$ cat config.mk
export PLATFORM = sky130hd
export DESIGN_NAME = multiset_duplicate_classifier
export DESIGN_NICKNAME = d
export VERILOG_FILES = /design/src/msdc_pkg.sv /design/src/msdc_ram.sv /design/src/msdc_datapath.sv /design/src/msdc_ctrl.sv /design/src/multiset_duplicate_classifier.sv
export VERILOG_INCLUDE_DIRS = /design/src /design/src/src
export SDC_FILE = /design/constraint.sdc
export NUM_CORES = 2
export LEC_CHECK = 0
export BUFFER_PORTS_ARGS = -buffer_cell sky130_fd_sc_hd__buf_4
export CORE_ASPECT_RATIO = 1.25
export CORE_MARGIN = 2
export CORE_UTILIZATION = 55
export DETAILED_ROUTE_END_ITERATION = 8
export MAX_ROUTING_LAYER = met4
export PLACE_DENSITY = 0.68
export SLEW_MARGIN = 25
export SYNTH_ARGS = -nofsm -noshare
export SYNTH_HDL_FRONTEND = slang
export SYNTH_SLANG_ARGS = --single-unit
export TNS_END_PERCENT = 30
$ cat constraint.sdc
create_clock -name clk -period 5.8 [get_ports clk]
set_input_delay 0.29 -clock clk [delete_from_list [all_inputs] [get_ports clk]]
set_output_delay 0.29 -clock clk [all_outputs]
set_load 0.05 [all_outputs]
$ cat src/multiset_duplicate_classifier_defines.svh
// ----------------------------------------------------------------------------
// Multiset duplicate classifier: assertion macros
// Shared concurrent assertion forms, clocked on clk and disabled in reset.
// ----------------------------------------------------------------------------
`ifndef MULTISET_DUPLICATE_CLASSIFIER_DEFINES_SVH
`define MULTISET_DUPLICATE_CLASSIFIER_DEFINES_SVH

// Same-cycle implication.
`define MSDC_ASSERT_IMPLIES(label, ante, cons, msg) \
  label: assert property (@(posedge clk) disable iff (rst) (ante) |-> (cons)) else $error(msg);

// Next-cycle implication.
`define MSDC_ASSERT_NEXT(label, ante, cons, msg) \
  label: assert property (@(posedge clk) disable iff (rst) (ante) |=> (cons)) else $error(msg);

`endif

$ cat src/msdc_pkg.sv
// ----------------------------------------------------------------------------
// Multiset duplicate classifier package
// Command/status bundles between controller and datapath, opcodes, classes.
// ----------------------------------------------------------------------------
package msdc_pkg;

  localparam int unsigned KEY_BITS = 32;

  localparam logic OP_INSERT = 1'b0;
  localparam logic OP_DELETE = 1'b1;

  localparam logic [1:0] CLASS_NEITHER = 2'd0;
  localparam logic [1:0] CLASS_HOMO    = 2'd1;
  localparam logic [1:0] CLASS_HETERO  = 2'd2;
  localparam logic [1:0] CLASS_BOTH    = 2'd3;

  typedef struct packed {
    logic load_item;
    logic rd_en;
    logic clear_wr;
    logic commit;
  } cmd_t;

  typedef struct packed {
    logic match_now;
    logic look_valid;
  } status_t;

  function automatic logic [1:0] class_decide(input logic none, input logic single,
                                              input logic repeated);
    logic [1:0] code;
    if (none) begin
      code = CLASS_NEITHER;
    end else if (single) begin
      code = repeated ? CLASS_HOMO : CLASS_NEITHER;
    end else begin
      code = repeated ? CLASS_BOTH : CLASS_HETERO;
    end
    return code;
  endfunction

endpackage

$ cat src/msdc_ram.sv
// ----------------------------------------------------------------------------
// Generic RAM
// One write port, one read port with registered read data.
// ----------------------------------------------------------------------------
module msdc_ram #(
  parameter int unsigned WIDTH = 49,
  parameter int unsigned DEPTH = 64,
  localparam int unsigned AW = $clog2(DEPTH)
) (
  input  logic             clk,
  input  logic             wr_en,
  input  logic [AW-1:0]    wr_addr,
  input  logic [WIDTH-1:0] wr_data,
  input  logic             rd_en,
  input  logic [AW-1:0]    rd_addr,
  output logic [WIDTH-1:0] rd_data
);

  logic [WIDTH-1:0] mem [DEPTH];

  always_ff @(posedge clk) begin
    if (wr_en) begin
      mem[wr_addr] <= wr_data;
    end
    if (rd_en) begin
      rd_data <= mem[rd_addr];
    end
  end

endmodule

$ cat src/msdc_datapath.sv
// ----------------------------------------------------------------------------
// Multiset duplicate classifier datapath
// Entry RAM, key compare on the read stream, count update, totals and class.
// ----------------------------------------------------------------------------
module msdc_datapath #(
  parameter int unsigned TABLE_ENTRIES = 64,
  parameter int unsigned COUNT_BITS    = 16,
  localparam int unsigned AW = $clog2(TABLE_ENTRIES)
) (
  input  logic                                 clk,
  input  logic                                 rst,
  input  msdc_pkg::cmd_t                       cmd,
  input  logic [AW-1:0]                        idx,
  input  logic                                 op,
  input  logic signed [msdc_pkg::KEY_BITS-1:0] key,
  output msdc_pkg::status_t                    status,
  output logic [1:0]                           class_code,
  output logic                                 overflow
);

  import msdc_pkg::*;

  localparam int unsigned CW     = $clog2(TABLE_ENTRIES + 1);
  localparam int unsigned WORD_W = 1 + COUNT_BITS + KEY_BITS;

  logic                  op_r;
  logic [KEY_BITS-1:0]   key_r;
  logic                  look_valid;
  logic [AW-1:0]         look_addr;
  logic [WORD_W-1:0]     rd_data;
  logic                  rd_vld;
  logic [COUNT_BITS-1:0] rd_cnt;
  logic [KEY_BITS-1:0]   rd_key;
  logic                  match_now;
  logic                  free_now;
  logic                  hit;
  logic [AW-1:0]         hit_addr;
  logic [COUNT_BITS-1:0] hit_count;
  logic                  free_found;
  logic [AW-1:0]         free_addr;
  logic [CW-1:0]         distinct_total;
  logic [CW-1:0]         repeated_total;
  logic [CW-1:0]         distinct_next;
  logic [CW-1:0]         repeated_next;
  logic                  upd_we;
  logic [AW-1:0]         upd_addr;
  logic [WORD_W-1:0]     upd_word;
  logic                  ovf_next;
  logic                  wr_en;
  logic [AW-1:0]         wr_addr;
  logic [WORD_W-1:0]     wr_data;

  // word layout: valid, count, key
  assign rd_vld = rd_data[WORD_W-1];
  assign rd_cnt = rd_data[KEY_BITS +: COUNT_BITS];
  assign rd_key = rd_data[KEY_BITS-1:0];

  // ignore reads still in flight once the key is found
  assign match_now = look_valid && !hit && rd_vld && (rd_key == key_r);
  assign free_now  = look_valid && !hit && !free_found && !rd_vld;

  assign status.match_now  = match_now;
  assign status.look_valid = look_valid;

  always_comb begin
    upd_we        = 1'b0;
    upd_addr      = hit_addr;
    upd_word      = '0;
    ovf_next      = 1'b0;
    distinct_next = distinct_total;
    repeated_next = repeated_total;
    if (op_r == OP_INSERT) begin
      if (hit) begin
        if (hit_count == '1) begin
          ovf_next = 1'b1;
        end else begin
          upd_we   = 1'b1;
          upd_word = {1'b1, hit_count + COUNT_BITS'(1), key_r};
          if (hit_count == COUNT_BITS'(1)) begin
            repeated_next = repeated_total + CW'(1);
          end
        end
      end else if (free_found) begin
        upd_we        = 1'b1;
        upd_addr      = free_addr;
        upd_word      = {1'b1, COUNT_BITS'(1), key_r};
        distinct_next = distinct_total + CW'(1);
      end else begin
        ovf_next = 1'b1;
      end
    end else if (hit) begin
      upd_we = 1'b1;
      if (hit_count == COUNT_BITS'(1)) begin
        // free the entry
        upd_word      = '0;
        distinct_next = distinct_total - CW'(1);
      end else begin
        upd_word = {1'b1, hit_count - COUNT_BITS'(1), key_r};
        if (hit_count == COUNT_BITS'(2)) begin
          repeated_next = repeated_total - CW'(1);
        end
      end
    end
  end

  assign wr_en   = cmd.clear_wr || (cmd.commit && upd_we);
  assign wr_addr = cmd.clear_wr ? idx : upd_addr;
  assign wr_data = cmd.clear_wr ? '0 : upd_word;

  msdc_ram #(
    .WIDTH (WORD_W),
    .DEPTH (TABLE_ENTRIES)
  ) u_entry_ram (
    .clk     (clk),
    .wr_en   (wr_en),
    .wr_addr (wr_addr),
    .wr_data (wr_data),
    .rd_en   (cmd.rd_en),
    .rd_addr (idx),
    .rd_data (rd_data)
  );

  always_ff @(posedge clk) begin
    if (rst) begin
      look_valid     <= 1'b0;
      hit            <= 1'b0;
      free_found     <= 1'b0;
      distinct_total <= '0;
      repeated_total <= '0;
    end else begin
      look_valid <= cmd.rd_en;
      if (cmd.load_item) begin
        hit        <= 1'b0;
        free_found <= 1'b0;
      end else begin
        if (match_now) begin
          hit <= 1'b1;
        end
        if (free_now) begin
          free_found <= 1'b1;
        end
      end
      if (cmd.commit) begin
        distinct_total <= distinct_next;
        repeated_total <= repeated_next;
      end
    end
  end

  always_ff @(posedge clk) begin
    if (cmd.rd_en) begin
      look_addr <= idx;
    end
    if (cmd.load_item) begin
      op_r  <= op;
      key_r <= key;
    end
    if (match_now) begin
      hit_addr  <= look_addr;
      hit_count <= rd_cnt;
    end
    if (free_now) begin
      free_addr <= look_addr;
    end
    if (cmd.commit) begin
      class_code <= class_decide(distinct_next == '0, distinct_next == CW'(1),
                                 repeated_next != '0);
      overflow   <= ovf_next;
    end
  end

endmodule

$ cat src/msdc_ctrl.sv
// ----------------------------------------------------------------------------
// Multiset duplicate classifier controller
// Sequences the clear sweep, the table scan, the update and the output slot.
// ----------------------------------------------------------------------------
`include "multiset_duplicate_classifier_defines.svh"

module msdc_ctrl #(
  parameter int unsigned TABLE_ENTRIES = 64,
  localparam int unsigned AW = $clog2(TABLE_ENTRIES)
) (
  input  logic              clk,
  input  logic              rst,
  input  logic              in_valid,
  output logic              in_stall,
  output logic              out_valid,
  input  logic              out_stall,
  output msdc_pkg::cmd_t    cmd,
  output logic [AW-1:0]     idx,
  input  msdc_pkg::status_t status
);

  import msdc_pkg::*;

  localparam logic [AW-1:0] LAST = AW'(TABLE_ENTRIES - 1);

  typedef enum logic [2:0] {
    ST_CLEAR,
    ST_IDLE,
    ST_SCAN,
    ST_DRAIN,
    ST_UPDATE
  } state_t;

  state_t state;
  logic   out_free;

  assign out_free = !out_valid || !out_stall;
  assign in_stall = (state != ST_IDLE);

  always_comb begin
    cmd = '0;
    unique case (state)
      ST_CLEAR:  cmd.clear_wr  = 1'b1;
      ST_IDLE:   cmd.load_item = in_valid;
      ST_SCAN:   cmd.rd_en     = 1'b1;
      ST_DRAIN:  cmd           = '0;
      ST_UPDATE: cmd.commit    = out_free;
      default:   cmd           = '0;
    endcase
  end

  always_ff @(posedge clk) begin
    if (rst) begin
      state     <= ST_CLEAR;
      idx       <= '0;
      out_valid <= 1'b0;
    end else begin
      if (out_valid && !out_stall) begin
        out_valid <= 1'b0;
      end
      unique case (state)
        ST_CLEAR: begin
          if (idx == LAST) begin
            state <= ST_IDLE;
            idx   <= '0;
          end else begin
            idx <= idx + AW'(1);
          end
        end
        ST_IDLE: begin
          if (in_valid) begin
            state <= ST_SCAN;
            idx   <= '0;
          end
        end
        ST_SCAN: begin
          // stop early on a hit; the read still in flight is dropped
          if (status.match_now) begin
            state <= ST_UPDATE;
          end else if (idx == LAST) begin
            state <= ST_DRAIN;
          end else begin
            idx <= idx + AW'(1);
          end
        end
        ST_DRAIN: begin
          state <= ST_UPDATE;
        end
        ST_UPDATE: begin
          if (out_free) begin
            out_valid <= 1'b1;
            state     <= ST_IDLE;
          end
        end
        default: begin
          state <= ST_IDLE;
        end
      endcase
    end
  end

  `MSDC_ASSERT_IMPLIES(a_idle_no_lookup, state == ST_IDLE, !status.look_valid, "lookup pending in idle")
  `MSDC_ASSERT_IMPLIES(a_match_in_search, status.match_now, state == ST_SCAN || state == ST_DRAIN, "match outside search")
  `MSDC_ASSERT_NEXT(a_commit_shows_result, cmd.commit, out_valid, "commit without result")

endmodule

$ cat src/multiset_duplicate_classifier.sv
// ----------------------------------------------------------------------------
// Multiset duplicate classifier: counting multiset table with class output
// Search: a found key ends the table scan early; an absent key scans every entry.
// Items are taken one at a time: in_stall stays high until the result is committed.
// Reset: a clearing pass over every entry of the entry RAM, input stalled.
// ----------------------------------------------------------------------------
module multiset_duplicate_classifier #(
  parameter int unsigned TABLE_ENTRIES = 64,
  parameter int unsigned COUNT_BITS    = 16
) (
  input  logic                                 clk,
  input  logic                                 rst,
  input  logic                                 in_valid,
  output logic                                 in_stall,
  input  logic                                 op,
  input  logic signed [msdc_pkg::KEY_BITS-1:0] key,
  output logic                                 out_valid,
  input  logic                                 out_stall,
  output logic [1:0]                           class_code,
  output logic                                 overflow
);

  import msdc_pkg::*;

  localparam int unsigned AW = $clog2(TABLE_ENTRIES);

  cmd_t          cmd;
  status_t       status;
  logic [AW-1:0] idx;

  msdc_ctrl #(
    .TABLE_ENTRIES (TABLE_ENTRIES)
  ) u_ctrl (
    .clk       (clk),
    .rst       (rst),
    .in_valid  (in_valid),
    .in_stall  (in_stall),
    .out_valid (out_valid),
    .out_stall (out_stall),
    .cmd       (cmd),
    .idx       (idx),
    .status    (status)
  );

  msdc_datapath #(
    .TABLE_ENTRIES (TABLE_ENTRIES),
    .COUNT_BITS    (COUNT_BITS)
  ) u_datapath (
    .clk        (clk),
    .rst        (rst),
    .cmd        (cmd),
    .idx        (idx),
    .op         (op),
    .key        (key),
    .status     (status),
    .class_code (class_code),
    .overflow   (overflow)
  );

endmodule

Word level (Yosys, flattened, before mapping)
Memories as Yosys holds them, arrays and structs flattened. A register that Yosys moved wholly into a read port is not among the register bits.
Index checks and enable logic that the tools add are counted.
{ "classes": {"n_eq_ne": 17, "add_sub_neg": 7, "mux": 54, "reduce_logical": 21} }
{ "ops": {"columns": ["op", "n"], "rows": [
  ["49-bit two-way mux", 7],
  ["7-bit two-way mux", 12],
  ["6-bit two-way mux", 8],
  ["32-bit == test", 1],
  ["1-bit two-way mux", 19],
  ["6-bit one-hot mux with 3 select lines", 1],
  ["16-bit by 1-bit adder with 16-bit output, second input constant", 1],
  ["16-bit by 1-bit == test with 1-bit output, second input constant", 1],
  ["16-bit == test, second input constant", 1],
  ["16-bit by 2-bit == test with 1-bit output, second input constant", 1],
  ["16-bit by 1-bit subtractor with 16-bit output, second input constant", 1],
  ["3-bit two-way mux", 5],
  ["3-bit one-hot mux with 5 select lines", 1],
  ["7-bit by 1-bit adder with 7-bit output, second input constant", 2],
  ["7-bit by 1-bit subtractor with 7-bit output, second input constant", 2],
  ["4-bit AND reduction", 2],
  ["7-bit by 1-bit == test with 1-bit output, second input constant", 1],
  ["1-bit logical AND", 7],
  ["7-bit logical NOT", 1],
  ["7-bit nonzero test", 1],
  ["6-bit by 1-bit adder with 6-bit output, second input constant", 1],
  ["3-bit by 2-bit == test with 1-bit output, second input constant", 2],
  ["6-bit == test, second input constant", 1],
  ["2-bit != test, second input constant", 3],
  ["10 further kinds", 17]
]} }
{ "totals": {"mem_bits_rw": 3136, "reg_bits": 97, "elab_cells": 116, "n_memories": 1, "out_inout_bits": 5} }
{ "mem_list": {"columns": ["name", "words", "word_bits", "read_ports", "rd_clocked_by_memory_dff", "write_ports", "line", "rtl"], "rows": [
  ["u_datapath.u_entry_ram.mem", 64, 49, 1, 1, 1, "msdc_ram.sv:19", "logic [WIDTH-1:0] mem [DEPTH];"]
]} }

Longest topological paths before layout
{ "depth": {"depth_word": 8, "depth_mapped": 10, "depth_no_buf": 9} }

Modules after synthesis
A second synthesis with hierarchy kept.
{ "unflattened": {"cells_unflattened": 5867, "area_unflattened_um2": 126261.1} }
{ "modules_own_cells": {"columns": ["mod", "area_per_inst_um2", "cells_per_inst", "instances"], "rows": [
  ["msdc_ram", 120483.1, 5283, 1],
  ["msdc_datapath", 5146.2, 506, 1],
  ["msdc_ctrl", 631.9, 78, 1]
]} }

Worst setup path before layout
Ideal clock, no wire load.
{ "synth_timing": {"path_kind": "reg-to-reg", "start": "register u_datapath.hit_count[0]", "end": "memory u_datapath.u_entry_ram.mem[0][45], data pin", "path_slack_ns": 0.823, "arrival_ns": 4.255, "path_stages_with_launch": 9, "n_path_buf": 1, "path_cell_list": "edfxtp_1 > ha_1 > inv_1 > or2_2 > o31ai_1 > buf_2 > nor2_2 > a221oi_1 > a211oi_1"} }
{ "synth_via": {"elab_chain_len": 5} }
{ "synth_rtl": {"columns": ["item", "line", "rtl"], "rows": [
  ["from (decl)", "msdc_datapath.sv:38", "logic [COUNT_BITS-1:0] hit_count;"],
  ["from (signal assigned)", "msdc_datapath.sv:160", "hit_count <= rd_cnt;"],
  ["16-bit by 1-bit adder with 16-bit output (tied with other cells)", "msdc_datapath.sv:78", "upd_word = {1'b1, hit_count + COUNT_BITS'(1), key_r};"],
  ["49-bit two-way mux, on equally long branches", "msdc_datapath.sv:74, msdc_datapath.sv:93", null],
  ["49-bit two-way mux, on equally long branches", "msdc_datapath.sv:73, msdc_datapath.sv:91", null],
  ["49-bit two-way mux (*)", "msdc_datapath.sv:72", "if (op_r == OP_INSERT) begin"],
  ["49-bit two-way mux (*)", "msdc_datapath.sv:108", "assign wr_data = cmd.clear_wr ? '0 : upd_word;"],
  ["named net u_datapath.u_entry_ram.wr_data[45]", "msdc_ram.sv:13", "input logic [WIDTH-1:0] wr_data,"],
  ["to (decl)", "msdc_ram.sv:19", null]
]} }
Mark *: on every way through the listed nets, which the timed path passes. The rest lies on a longest branch.

==> results.yml <==
power:
  p_total_w: 0.0478
  sw_frac_of_total: 0.207
  p_int_w: 0.0379
  p_leak_nw: 48.3
  power.switching_w: 0.00988
  power_frac_comb: 0.045
  p_seq_frac: 0.542
  power.density_nw_per_um2: 337
  ir_worst_vdd_mv: 0.222
  clkPwrFrac: 0.414
sta:
  setup_viol: 0
  fin_tns_setup_ps: 0
  fin_worst_skew_ps: 61.3
  rsz0062_at_grt: "no"
  fmax_mhz: 214
  fin_crit_ps: 4670
  timing.final.crit_share: 0.805
  relSlewSlack: 0.221
  hold_viol: 0
  slew_violations: 0
  max_slew.worst_pin.slew_ps: 1170
die:
  io_pins: 42
  rows: 196
  start_util: 0.552
  fp.dieArea_um2: 233000
  die_h_um: 539
  die_w_um: 432
  coreArea_um2: 228000
layout:
  nets: 5503
  final_cell_mix: "edfxtp_1 (3,255), mux4_2 (1,029), clkbuf_16 (317)"
  areaGrowthSynthToFinish_pct: 12.7
  drive_gt1_frac: 0.324
  final_common_cell: "edfxtp_1"
  final_cells: 8674
drt:
  viasPerCell: 6.69
  drt_iter0_drc: 8134
  dr_total_vias: 58000
  drc_errors: 0
  ant_nets: 0
  wl_per_cell_um: 36.0
  routed_wl_um: 312000
  drtPass1Iterations: 5
global_route:
  antenna_found_initial: 14
  grt_overflow: 0
  track_usage: 0.279
  grt_pass1_wl_um: 441000
  grt_max_degree: 157
  grt_pass1_vias: 58200
critical_path:
  cp_top_family: "simple AND/OR/NAND/NOR gates"
  cp.required_ps: 6340
  cpMostUsedCell: "o21ai_0"
  crit_path_max_incr_delay_ps: 750
  cp.arrival_ps: 5210
  end_kind: "flip-flop"
  critPathKind: "flip-flop to flip-flop"
  crit_chain: "nor3b_1, nand2_1, clkinv_1, o21ai_0, a31oi_1, o21ai_0, or3_1, nor2_4, buf_4"
  critPathMaxFanout: 21
  slowest_stage: "or3_1"
  cp_num_buf_inv: 2
  cp-start-kind: "flip-flop"
clocking:
  cts_max_path_buffers: 4
  root_buffer: "clkbuf_16"
  cts_tree: "built"
  clkSinkCount: 3282
  postCtsSetupRepairBufs: 0
  clkTransAtPathRegs_ps: 60
  cts_max_level: 5
  worst_skew_pair.late_latency_ps: 890
  cts_buffers: 313
placement:
  hpwl_um: 176000
  dp_cells: 8075
  portBuffers: 41
  globalplace.congestion: 0.841
logic_synthesis:
  synth_ff_type: "edfxtp_1"
  synth_top_area_cell: "edfxtp_1"
  ys_ff_latch: 3282
  ys_types: 65
  synth_nets: 5155
  synthCells: 5109
  yosysSeqAreaShare: 0.781
  yosys_warnings: 0
  netlist.area_leader.share: 0.777
  synthArstFlopShare: 0
  synth_edf_count: 3255
  syn-cell-area_um2: 126000
  syn_avg_cell_area_um2: 24.6
  synthTopCellsByArea: "edfxtp_1 (78%), mux4_2 (18%), clkbuf_1 (0.48%)"
worst_hold_path:
  hold_path_class: "input pin to flip-flop"
run_status:
  outcome: "finished, final reports clean"
job:
  max_cap_viol_count: 0
==> cell families after synthesis <==
| family | synth area share |
|---|---|
| AOI/OAI and AO/OA | 0.00642 |
| xor gates and xnor gates | 0.00334 |
| adders and majority gates | 0.000895 |
| buffers and inverters | 0.00992 |
| DFF | 0.781 |
| muxes | 0.185 |
| and+or+nand+nor | 0.0131 |
==> power groups by stage <==
| stage | sequential (W) | combinational (W) | clock (W) |
|---|---|---|---|
| global placement | 0.0264 | 0.00213 | 0 |
| floorplan | 0.0264 | 0.00148 | 0 |
| CTS | 0.0259 | 0.00216 | 0.0200 |
| global route | 0.0259 | 0.00222 | 0.0209 |
| detailed placement | 0.0264 | 0.00213 | 0 |
| finish | 0.0259 | 0.00213 | 0.0198 |
==> final timing paths <==
path	from	end	slack, ps	cells after the start
setup / recovery	u_ctrl.state[2]	u_datapath.u_entry_ram.mem[42][30]	1130	9
hold / removal	key[26]	u_datapath.key_r[26]	140	2
setup reg to reg	u_ctrl.state[2]	u_datapath.u_entry_ram.mem[42][30]	1130	9
hold reg to reg	u_datapath.u_entry_ram.rd_data[45]	u_datapath.hit_count[13]	400	0
==> worst register-to-register path: cells and delay by family, from the launching register on <==
kind                   cells  cell delay [ps]
AOI/OAI and AO/OA          3             1010
DFF                        1              570
and+or+nand+nor            4             2020
buffers and inverters      2              760
==> flip-flops by register name, summed over array words and instances, names as in the netlist, 2 cells and up <==
signal and cells:
u_ctrl.idx 6, u_ctrl.state 3, u_datapath.class_code 2, u_datapath.distinct_total 7
u_datapath.free_addr 6, u_datapath.hit_addr 6, u_datapath.hit_count 16, u_datapath.key_r 32
u_datapath.look_addr 6, u_datapath.repeated_total 7, u_datapath.u_entry_ram.mem 3136, u_datapath.u_entry_ram.rd_data 49
==> cell usage after synthesis, drive strengths merged, types with 2 or more instances <==
cell type / count
a2bb2oi: 4
or2: 4
xnor2: 12
dfxtp: 27
or4b: 4
a22oi: 2
and2: 35
a21oi: 28
nand2b: 5
a21o: 4
nor4b: 3
nand2: 47
and3: 8
mux2i: 8
or3b: 2
nor3: 22
inv: 12
a32o: 3
or4: 2
nor2b: 7
edfxtp: 3255
xor2: 36
o31ai: 4
nor3b: 8
buf: 111
mux4: 1029
a31oi: 5
o21ai: 33
nor2: 112
nand3b: 3
o21a: 5
nor4: 13
nand3: 18
a211oi: 14
and4: 3
or3: 20
a211o: 2
o22ai: 2
ha: 9
clkbuf: 160
o311ai: 2
a221oi: 4
nand4: 6
==> routing by layer <==
layer,vias to the layer above,part of all wire,GRT usage
li1,22900,-,-
met1,31500,0.38,0.377
met2,3102,0.51,0.445
met3,529,0.083,0.0417
met4,0,0.036,0.0865
met5,-,0,-
==> final cells by class <==
class | instances | area [um^2]
fillers | 14700 | 86000
repair buffers | 304 | 2950
clock buffers | 369 | 8130
clock inverters | 189 | 1670
well taps | 2970 | 3720
inverters | 13 | 51.3
multi-input cells | 1543 | 26900
diodes | 4 | 10.0
flip-flops and latches | 3282 | 98300
==> stage by stage <==
| stage | instance area, um^2 | setup slack [ps] | hold WS (ps) | utilization |
|---|---|---|---|---|
| 2_1_floorplan | 126000 | 823 | 389 | - |
| 3_3_place_gp | 132000 | 1210 | 408 | 0.577 |
| 3_5_place_dp | 132000 | 1110 | 405 | 0.578 |
| 4_1_cts | 142000 | 1120 | 89.7 | 0.622 |
| 5_1_grt | 142000 | 800 | 120 | 0.622 |
| 6_report | 142000 | 1130 | 143 | 0.622 |
==> timing repair <==
action	4_1_cts	5_1_grt
endpoints found under the hold margin	70	0
hold buffers	37	0
resized for setup	0	0
Power figures use the tool's default switching activity.
